==> src/design/assert_macros.svh <==
// Assertion macros shared by the and-inverter graph evaluator modules.
// Every macro reports through $error and is disabled while reset is asserted.
`ifndef ASSERT_MACROS_SVH
`define ASSERT_MACROS_SVH

// Plain property that is checked at each rising edge outside reset.
`define AIGW_ASSERT(lbl, clk, rst_n, prop, msg) \
    lbl: assert property (@(posedge clk) disable iff (!rst_n) (prop)) else $error(msg);

// Implication: when the antecedent holds, the consequent holds in the next cycle.
`define AIGW_ASSERT_NEXT(lbl, clk, rst_n, ante, cons, msg) \
    lbl: assert property (@(posedge clk) disable iff (!rst_n) (ante) |=> (cons)) else $error(msg);

`endif

==> src/design/aigw_pkg.sv <==
// Shared types and constants of the and-inverter graph word evaluator.
// No dependencies; imported by the controller, the datapath and the top module.
`timescale 1ns / 1ps
`default_nettype none

package aigw_pkg;

    localparam int MAX_NODES = 4096;
    localparam int ADDR_W    = $clog2(MAX_NODES);
    localparam int CNT_W     = $clog2(MAX_NODES + 1);

    localparam int SLOT_W  = 12;
    localparam int WORD_W  = 64;
    localparam int BLOCK_W = 16;
    localparam int SEED_W  = 32;

    localparam int CFG_IDX_W  = 1;
    localparam int CFG_DATA_W = 32;
    localparam logic [CFG_IDX_W-1:0] CFG_BASE_SEED = 1'd0;
    localparam logic [CFG_IDX_W-1:0] CFG_GEN_INPUTS = 1'd1;

    localparam logic [SEED_W-1:0] LCG_MUL   = 32'd1103515245;
    localparam logic [SEED_W-1:0] LCG_ADD   = 32'd12345;
    localparam logic [SEED_W-1:0] SEED_STEP = 32'd97;

    localparam int S_TDATA_W = 120;
    localparam int S_TUSER_W = 2;
    localparam int M_TDATA_W = 80;
    localparam int M_TUSER_W = 2;

    typedef enum logic [1:0] {
        FUNC_START = 2'd0,
        FUNC_INPUT = 2'd1,
        FUNC_AND   = 2'd2,
        FUNC_READ  = 2'd3
    } t_func;

    localparam logic KIND_NODE   = 1'b0;
    localparam logic KIND_OUTPUT = 1'b1;

    typedef struct packed {
        logic [BLOCK_W-1:0] block_index;
        logic [WORD_W-1:0]  input_word;
        logic [SLOT_W-1:0]  fanin_a;
        logic [SLOT_W-1:0]  fanin_b;
        logic               invert_a;
        logic               invert_b;
        logic [SLOT_W-1:0]  output_node;
        logic               output_invert;
    } t_item;

    // Commands from the controller; at most one is active in a cycle.
    typedef struct packed {
        logic start;
        logic full_err;
        logic ext_store;
        logic lcg_lo;
        logic lcg_hi;
        logic rd_issue;
        logic and_done;
        logic out_done;
    } t_cmd;

    typedef struct packed {
        logic full;
        logic gen_inputs;
    } t_status;

endpackage

`default_nettype wire

==> src/design/aigw_ctrl.sv <==
// Controller of the graph evaluator: sequences each request and owns the
// handshakes. Depends on aigw_pkg and assert_macros.svh.
`timescale 1ns / 1ps
`default_nettype none
`include "assert_macros.svh"

module aigw_ctrl
    import aigw_pkg::*;
(
    input  wire logic    i_clk,
    input  wire logic    i_rst_n,
    input  wire logic    i_s_tvalid,
    input  wire t_func   i_func,
    input  wire logic    i_m_tready,
    input  wire t_status i_status,
    output logic         o_s_tready,
    output logic         o_m_tvalid,
    output t_cmd         o_cmd
);

    typedef enum logic [1:0] {
        S_IDLE,
        S_GEN_HI,
        S_AND,
        S_READ
    } t_state;

    t_state r_state, n_state;
    logic   r_m_tvalid, n_m_tvalid;
    logic   accept;
    logic   emit;
    t_cmd   cmd;

    // A new request is taken only when its result, if any, has somewhere to go.
    assign o_s_tready = (r_state == S_IDLE) && (!r_m_tvalid || i_m_tready);
    assign accept     = i_s_tvalid && o_s_tready;

    always_comb begin
        cmd     = '0;
        n_state = r_state;
        unique case (r_state)
            S_IDLE: begin
                if (accept) begin
                    unique case (i_func)
                        FUNC_START: begin
                            cmd.start = 1'b1;
                        end
                        FUNC_INPUT: begin
                            if (i_status.full) begin
                                cmd.full_err = 1'b1;
                            end else if (i_status.gen_inputs) begin
                                cmd.lcg_lo = 1'b1;
                                n_state    = S_GEN_HI;
                            end else begin
                                cmd.ext_store = 1'b1;
                            end
                        end
                        FUNC_AND: begin
                            if (i_status.full) begin
                                cmd.full_err = 1'b1;
                            end else begin
                                cmd.rd_issue = 1'b1;
                                n_state      = S_AND;
                            end
                        end
                        FUNC_READ: begin
                            cmd.rd_issue = 1'b1;
                            n_state      = S_READ;
                        end
                        default: begin
                            n_state = S_IDLE;
                        end
                    endcase
                end
            end
            S_GEN_HI: begin
                cmd.lcg_hi = 1'b1;
                n_state    = S_IDLE;
            end
            S_AND: begin
                cmd.and_done = 1'b1;
                n_state      = S_IDLE;
            end
            S_READ: begin
                cmd.out_done = 1'b1;
                n_state      = S_IDLE;
            end
            default: begin
                n_state = S_IDLE;
            end
        endcase
    end

    assign emit = cmd.full_err | cmd.ext_store | cmd.lcg_hi | cmd.and_done | cmd.out_done;

    always_comb begin
        if (emit) begin
            n_m_tvalid = 1'b1;
        end else if (i_m_tready) begin
            n_m_tvalid = 1'b0;
        end else begin
            n_m_tvalid = r_m_tvalid;
        end
    end

    always_ff @(posedge i_clk) begin
        if (!i_rst_n) begin
            r_state    <= S_IDLE;
            r_m_tvalid <= 1'b0;
        end else begin
            r_state    <= n_state;
            r_m_tvalid <= n_m_tvalid;
        end
    end

    assign o_m_tvalid = r_m_tvalid;
    assign o_cmd      = cmd;

    `AIGW_ASSERT(a_emit_room, i_clk, i_rst_n, !emit || !r_m_tvalid || i_m_tready, "result overwrites an untaken result")
    `AIGW_ASSERT_NEXT(a_busy_one_cycle, i_clk, i_rst_n, r_state != S_IDLE, r_state == S_IDLE, "controller busy for more than one cycle")
    `AIGW_ASSERT_NEXT(a_and_reads, i_clk, i_rst_n, accept && i_func == FUNC_AND && !i_status.full, r_state == S_AND, "AND request did not enter its read cycle")

endmodule

`default_nettype wire

==> config.mk <==
export PLATFORM = sky130hd
export DESIGN_NAME = aigw_ctrl
export DESIGN_NICKNAME = d
export VERILOG_FILES = /design/src/design/aigw_pkg.sv /design/src/design/aigw_ctrl.sv
export VERILOG_INCLUDE_DIRS = /design/src /design/src/design
export SDC_FILE = /design/constraint.sdc
export NUM_CORES = 1
export LEC_CHECK = 0
export BUFFER_PORTS_ARGS = -buffer_cell sky130_fd_sc_hd__buf_2
export CORE_AREA = 2 2 39 41
export CTS_CLUSTER_SIZE = 24
export DETAILED_ROUTE_END_ITERATION = 12
export DIE_AREA = 0 0 41 43
export PLACE_DENSITY = 0.55
export SYNTH_ARGS = -nofsm -noshare
export SYNTH_HDL_FRONTEND = slang
export SYNTH_SLANG_ARGS = --single-unit
export TNS_END_PERCENT = 30
==> constraint.sdc <==
create_clock -name i_clk -period 2.15 [get_ports i_clk]
set_input_delay 0.1075 -clock i_clk [delete_from_list [all_inputs] [get_ports i_clk]]
set_output_delay 0.1075 -clock i_clk [all_outputs]
set_load 0.02 [all_outputs]
==> impl_metrics.toml, run 1 <==
[clock_tree]
htreeDepth = 1
worstSkewPairLatency_ns = 0.24
cts_tree = "done"
cts_resized = 0
cts.path.max_buffers = 2
path_clk_slew_ns = 0.04
postCtsSetupRepairBufs = 0
cts_made_buffers = 3
clockRootBuffer = "clkbuf_4"
ctsHoldBuffers = 0
cts_num_sinks = 3

[critical_path]
cpMaxStageDelayCell = "dfxtp_1"
slowest_delay_ns = 0.34
path_delay_family = "simple AND/OR/NAND/NOR gates"
critPathRequiredTime_ns = 2.04
reg2reg_slack_ns = 1.09
path_buf_inv = 1
cp.depth = 4
r2r-end = "r_state[0]$_SDFFE_PN0P_"
endpoint = "o_cmd[2]"
crit_chain = "nor2_1, and3_4, a21boi_0, buf_2"
reg2reg_depth = 3
start_kind = "flop"
critPathKind = "flop to primary output"
end_kind = "primary output"
r2r-start = "r_state[1]$_SDFFE_PN0P_"
cp.arrival_ns = 1.34
crit_start = "r_state[1]$_SDFFE_PN0P_"
worstPathMaxFanout = 7

[logic_synthesis]
yosys-top-cells-area = "ha_1 20%, dfxtp_1 19%, and4b_1 6.4%"
synth_cell_type_count = 18
yosys.area.top_type_share_pct = 20.00
synth.cell_area_sq_um = 312.8
synth_seq_cells = 3
yosysWarnings = 0
synth-seq-area-share_pct = 19.20
yosys.area.top_type = "ha_1"
synth.net_count = 51
avgSynthCellArea_sq_um = 8.232
synth_cells = 38

[place]
gp_congestion = 0.8120
hpwl_um = 615.4
placed_area_sq_um = 417.9
io_buffers = 17

[floorplan]
row_count = 14
dieHeight_um = 43
initial_core_util_pct = 22.60
die_area_sq_um = 1763
pin_count = 18
core_area_sq_um = 1384
die_x_um = 41

[route]
avgRoutedWirePerCell_um = 9.640
via_per_inst = 4.453
drcViolationCount = 0
routed_wl_um = 723
dr.pass1.iters = 4
initialDrtViolationCount = 5
num_vias = 334
ant_nets = 0

[grt]
grt_overflow = 0
use_met3_pct = 4.712
grt_max_degree = 8
busiest_layer = "met2"
track_usage_pct = 9.610
grt_pass1_wl_um = 1069
antenna_found_initial = 0
grt_pass1_vias = 292
met1_usage_pct = 8.917
grt_use_met2_pct = 14.69

[sta]
fin_crit_ns = 1.452
fin_crit_sh_pct = 67.56
tightest_slew_ns = 0.2290
rsz0062_at_grt = "false"
hold_ws_ns = 0.1318
slew_headroom_pct = 84.72
drv_slew = 0
setup_viol = 0
finClkSkew_ns = 0.001872
max_freq_ghz = 0.6885
hold_viol_final = 0
tns_ns = 0

[run_status]
status = "complete, no violations"

[pwr]
power.density_nw_per_um2 = 509.2
irDropWorstVdd_v = 0.0001571
power_leakage_nw = 0.2580

[final_layout]
fin_area_sq_um = 444.2
utilization_pct = 32.10
insertedDiodeCount = 0
syn2layout_area_growth_pct = 42.00
fin_nets = 73
layout-drive-gt1-share_pct = 37.29

[job]
drv_cap = 0

[min_path]
hp-class = "primary input to flop"
hold-path-cell-count = 3
## kinds of logic (layout without fill, tap and decap cells)
kind of cell,count (synthesis),after routing,synth area share [%]
and+or+nand+nor,18,18,41.21
adders and majority gates,5,5,20.00
DFF,3,3,19.20
buffers and inverters,5,26,6.001
AOI/OAI and AO/OA,7,7,13.60
## metrics by stage
step	cells	total power, mW	setup slack, ns
6_report	75	0.2262	0.6975
5_1_grt	75	0.2453	0.5655
4_1_cts	75	0.2315	0.6502
3_5_place_dp	71	0.1281	0.9087
3_3_place_gp	71	0.1281	0.9450
2_1_floorplan	38	0.1041	0.8622
## cell usage in the layout, fill, tap and decap left out, drive strengths merged, types with 2 or more instances in the layout
master,n
and2,3
and3,4
and4b,2
buf,17
clkbuf,4
dfxtp,3
ha,5
inv,5
nand2,2
nand2b,2
nor2,2
o21ai,2
o22ai,2
## worst reg2reg max path: stages (launching register included)
cell and delay [ns]:
dfxtp_1 0.34, nor3b_4 0.27, o22ai_1 0.12, and4b_1 0.21
## report_power, final
part	leakage (nW)	switching [mW]	internal, mW
combinational	0.219	0.0364	0.0285
clock	0.0150	0.0298	0.0696
sequential	0.0245	0.00262	0.0592
## registers in the layout, indices dropped and copies added (netlist names)
name / count
o_m_tvalid: 1
r_state: 2
## area by class of cell
class	count	area (sq um)
timing repair buffer	17	85.08
sequential	3	60.06
clock buffer	4	26.28
multi-input combinational	30	234.0
fill	157	939.7
tap	16	20.02
inverter	5	18.77
## metal layers
| layer | up-vias | part of all wire [%] | wire length [um] |
|---|---|---|---|
| met2 | 14 | 50 | 359 |
| li1 | 172 | - | - |
| met5 | - | 0 | 0 |
| met4 | 0 | 1.4 | 10 |
| met1 | 146 | 39 | 283 |
| met3 | 2 | 9.7 | 70 |
## how the worst min path moves through the flow
stage,startpoint,endpoint,slack (ns)
after floorplan,i_s_tvalid,o_m_tvalid$_SDFFE_PN0P_,0.25
after global placement,i_s_tvalid,o_m_tvalid$_SDFFE_PN0P_,0.38
after detailed placement,i_s_tvalid,o_m_tvalid$_SDFFE_PN0P_,0.38
after CTS,i_s_tvalid,o_m_tvalid$_SDFFE_PN0P_,0.13
after global routing,i_s_tvalid,o_m_tvalid$_SDFFE_PN0P_,0.14
final,i_s_tvalid,o_m_tvalid$_SDFFE_PN0P_,0.13
## cell usage after synthesis (all sizes together)
| master | instances |
|---|---|
| nor2b | 1 |
| o22ai | 2 |
| ha | 5 |
| and2 | 3 |
| nand2 | 2 |
| nand2b | 2 |
| nor2 | 2 |
| a22oi | 1 |
| a21oi | 1 |
| and2b | 1 |
| and3 | 4 |
| and4b | 2 |
| nor3b | 1 |
| dfxtp | 3 |
| inv | 5 |
| a21boi | 1 |
| o21ai | 2 |
No activity file was read; power rests on OpenSTA's default activity.
==> run 2: changes to the inputs <==
clock period = 1.5 ns   (was 2.15 ns; I/O delays follow)
==> impl_metrics.toml, run 2 (synthesized netlist as in run 1, its figures left out) <==
[sta]
setup_viol = 0
max_freq_ghz = 0.7261
tns_ns = 0
fin_crit_ns = 1.377
hold_viol_final = 0
drv_slew = 0
hold_ws_ns = 0.1107
worst_slack_ns = 0.1227
finClkSkew_ns = 0.0002402
fin_crit_sh_pct = 91.82
rsz0062_at_grt = "false"
tightest_slew_ns = 0.2262
slew_headroom_pct = 84.90

[clock_tree]
cts_resized = 0
path_clk_slew_ns = 0.03
ctsHoldBuffers = 0
htreeDepth = 1
cts_made_buffers = 3
cts_num_sinks = 3
cts.path.max_buffers = 2
worstSkewPairLatency_ns = 0.23
clockRootBuffer = "clkbuf_4"
cts_tree = "done"
postCtsSetupRepairBufs = 0

[final_layout]
fin_nets = 73
regMostFlops = "r_state"
regArea_sq_um = 60.06
nFillCells = 158
syn2layout_area_growth_pct = 42.00
layout_commonest_cell = "buf_2"
utilization_pct = 32.10
layout-drive-gt1-share_pct = 37.29
largest_register_ffs = 2
fin_cells = 75
multi_input_area_sq_um = 234.0
fin_area_sq_um = 444.2
insertedDiodeCount = 0
final_cell_mix = "17 x buf_2, 5 x inv_1, 5 x ha_1"

[critical_path]
cp.arrival_ns = 1.30
worstPathMaxFanout = 7
critPathKind = "flop to primary output"
critPathRequiredTime_ns = 1.42
end_kind = "primary output"
start_kind = "flop"

[pwr]
power_mw = 0.3195
power_leakage_nw = 0.2580
irDropWorstVdd_v = 0.0002126
power.density_nw_per_um2 = 719.3

[grt]
antenna_found_initial = 0
grt_max_degree = 8
grt_pass1_wl_um = 1028
grt_pass1_vias = 272
grt_overflow = 0
track_usage_pct = 9.409

[floorplan]
row_count = 14
initial_core_util_pct = 22.60
die_x_um = 41
pin_count = 18
dieHeight_um = 43
die_area_sq_um = 1763
core_area_sq_um = 1384

[place]
placed_cells = 71
gp_congestion = 0.7879
hpwl_um = 582.3
placed_area_sq_um = 417.9
pre_cts_slack_ns = 0.3693
io_buffers = 17

[route]
via_per_inst = 4.347
routed_wl_um = 689
ant_nets = 0
drcViolationCount = 0
initialDrtViolationCount = 2
dr.pass1.iters = 4
avgRoutedWirePerCell_um = 9.187
num_vias = 326

[job]
drv_cap = 0

[min_path]
hp-class = "primary input to flop"

[run_status]
status = "complete, no violations"
==> run 2: cell counts in the layout (fill, tap and decap cells not counted) <==
Identical to the previous run, type by type.
==> run 2: path summary, 6_finish.rpt <==
check                          startpoint                 endpoint  slack [ns]  depth (start not counted)
hold reg to reg   o_m_tvalid$_SDFFE_PN0P_  o_m_tvalid$_SDFFE_PN0P_        0.65                          3
setup / recovery  r_state[1]$_SDFFE_PN0P_                 o_cmd[2]        0.12                          4
hold / removal                 i_s_tvalid  o_m_tvalid$_SDFFE_PN0P_        0.11                          3
setup reg to reg  r_state[1]$_SDFFE_PN0P_  r_state[0]$_SDFFE_PN0P_        0.46                          3
==> run 2: routing by layer <==
layer | track usage (%) | part of all wire [%]
met1 | 8.917 | 41
met2 | 13.13 | 48
met3 | 4.712 | 8.4
met4 | 10.00 | 1.7
met5 | 0 | 0
==> run 2: power breakdown <==
part,leakage [nW],internal (mW),switching (mW)
clock,0.0150,0.0995,0.0391
combinational,0.219,0.0409,0.0514
sequential,0.0245,0.0848,0.00384
total,0.258,0.225,0.0943
==> run 2: worst max-delay path, stage by stage (launching register included) <==
cell      delay (ns)
dfxtp_1         0.34
nor2_1          0.14
and3_4          0.23
a21boi_0        0.18
buf_2           0.19
==> run 2: area by class of cell <==
| cell class | count | area share, % |
|---|---|---|
| Multi-Input combinational cell | 30 | 52.68 |
| Timing Repair Buffer | 17 | 19.15 |
| Sequential cell | 3 | 13.52 |
| Clock buffer | 4 | 5.915 |
| Tap cell | 16 | 4.507 |
| Inverter | 5 | 4.225 |
==> run 3: changes to the inputs <==
ABC_AREA = 1   (was default)
PLACE_DENSITY = 0.56   (was 0.55)
==> impl_metrics.toml, run 3 <==
[clock_tree]
clockRootBuffer = "clkbuf_4"
path_clk_slew_ns = 0.04
cts_num_sinks = 3
htreeDepth = 1
cts_resized = 0
cts.path.max_buffers = 2
worstSkewPairLatency_ns = 0.23
ctsHoldBuffers = 0
cts_made_buffers = 3
cts_tree = "done"
postCtsSetupRepairBufs = 0

[critical_path]
r2r-start = "r_state[1]$_SDFFE_PN0P_"
reg2reg_depth = 5
critPathKind = "flop to primary output"
cpMaxStageDelayCell = "dfxtp_1"
cp.arrival_ns = 1.24
critPathRequiredTime_ns = 1.42
start_kind = "flop"
crit_chain = "nor2_2, nand2_1, inv_2, nand2_4, nor3_2, buf_2"
path_delay_family = "simple AND/OR/NAND/NOR gates"
r2r-end = "r_state[1]$_SDFFE_PN0P_"
path_buf_inv = 2
worstPathMaxFanout = 6
end_kind = "primary output"
reg2reg_slack_ns = 0.53
slowest_delay_ns = 0.33

[logic_synthesis]
synth_cell_type_count = 13
synth.cell_area_sq_um = 320.3
synthTopCellsByCount = "13 x inv_1, 8 x nand2_1, 8 x nor2_1"
ys_async_sr_fraction_pct = 0
yosys.area.top_type = "ha_1"
yosys-top-cells-area = "ha_1 20%, dfxtp_1 19%, inv_1 15%"
yosys.area.top_type_share_pct = 19.53
synth_seq_cells = 3
synth_cells = 50
synthFlopType = "dfxtp_1"
synth.net_count = 63
yosysMostFrequentCell = "inv_1"
synth_edf_count = 0
yosysWarnings = 0
avgSynthCellArea_sq_um = 6.406
synth-seq-area-share_pct = 18.75

[final_layout]
regMostFlops = "r_state"
largest_register_ffs = 2
insertedDiodeCount = 0
utilization_pct = 32.64
syn2layout_area_growth_pct = 41.02
fin_cells = 87
fin_nets = 85
layout-drive-gt1-share_pct = 36.62
layout_commonest_cell = "buf_2"
fin_area_sq_um = 451.7
final_cell_mix = "17 x buf_2, 13 x inv_1, 8 x nand2_1, 8 x nor2_1, 5 x ha_1"

[floorplan]
die_area_sq_um = 1763
core_area_sq_um = 1384
dieHeight_um = 43
pin_count = 18
initial_core_util_pct = 23.15
die_x_um = 41
row_count = 14

[sta]
fin_crit_sh_pct = 87.51
finClkSkew_ns = 0.006190
max_freq_ghz = 0.7618
tightest_slew_ns = 0.1546
drv_slew = 0
slew_headroom_pct = 89.59
hold_viol_final = 0
hold_ws_ns = 0.1038
rsz0062_at_grt = "false"
fin_crit_ns = 1.313
tns_ns = 0
setup_viol = 0
worst_slack_ns = 0.1873

[pwr]
power_leakage_nw = 0.2838
power_mw = 0.3287
power.density_nw_per_um2 = 727.7
irDropWorstVdd_v = 0.0001778

[route]
drcViolationCount = 0
routed_wl_um = 692
dr.pass1.iters = 1
num_vias = 340
via_per_inst = 3.908
avgRoutedWirePerCell_um = 7.954
initialDrtViolationCount = 0
ant_nets = 0

[job]
drv_cap = 0

[grt]
grt_pass1_vias = 303
grt_overflow = 0
grt_max_degree = 7
grt_pass1_wl_um = 1131
antenna_found_initial = 0
track_usage_pct = 9.610

[place]
placed_cells = 83
placed_area_sq_um = 425.4
gp_congestion = 0.7328
io_buffers = 17
hpwl_um = 605
pre_cts_slack_ns = 0.4117

[min_path]
hold-path-cell-count = 3
hold_end = "o_m_tvalid$_SDFFE_PN0P_"
hp-start = "i_rst_n"
hp-class = "primary input to flop"

[run_status]
status = "complete, no violations"
[run 3: cell families after synthesis]
| family | count (synthesis) | share of synthesized area [%] |
|---|---|---|
| buffers and inverters | 14 | 16.41 |
| adder cells (fa/ha/maj) | 5 | 19.53 |
| flip-flops | 3 | 18.75 |
| AO/OA/AOI/OAI | 4 | 6.247 |
| AND/OR/NAND/NOR | 24 | 39.07 |
[run 3: worst max-delay path by stage]
stage	start	endpoint	cells after the start
6_report	r_state[1]$_SDFFE_PN0P_	o_cmd[4]	6
4_1_cts	r_state[1]$_SDFFE_PN0P_	o_cmd[4]	6
3_3_place_gp	r_state[1]$_SDFFE_PN0P_	o_cmd[4]	6
5_1_grt	r_state[1]$_SDFFE_PN0P_	o_cmd[7]	6
3_5_place_dp	r_state[1]$_SDFFE_PN0P_	o_cmd[4]	6
2_1_floorplan	r_state[1]$_SDFFE_PN0P_	o_cmd[2]	5
[run 3: worst min-delay path: stages]
cell and delay, ns:
buf_2 0.11, inv_1 0.06, a21oi_1 0.04
[run 3: power breakdown]
group          leakage (nW)  total (mW)  switching [mW]  internal (mW)
clock                0.0150       0.142          0.0419         0.0997
combinational         0.244      0.0991          0.0636         0.0355
sequential           0.0245      0.0880         0.00326         0.0847
total                 0.284       0.329           0.109          0.220
[run 3: layer usage]
layer	track usage (%)	wire length, um	share of wire [%]
met1	10.51	295	43
met2	15.00	350	51
met3	3.141	46	6.6
met4	6.000	0	0
met5	0	0	0
[run 3: layout make-up]
class | count | area [sq um]
clock buffer | 4 | 26.28
fill | 159 | 932.1
inverter | 14 | 52.55
multi-input combinational | 33 | 207.7
sequential | 3 | 60.06
tap | 16 | 20.02
timing repair buffer | 17 | 85.08
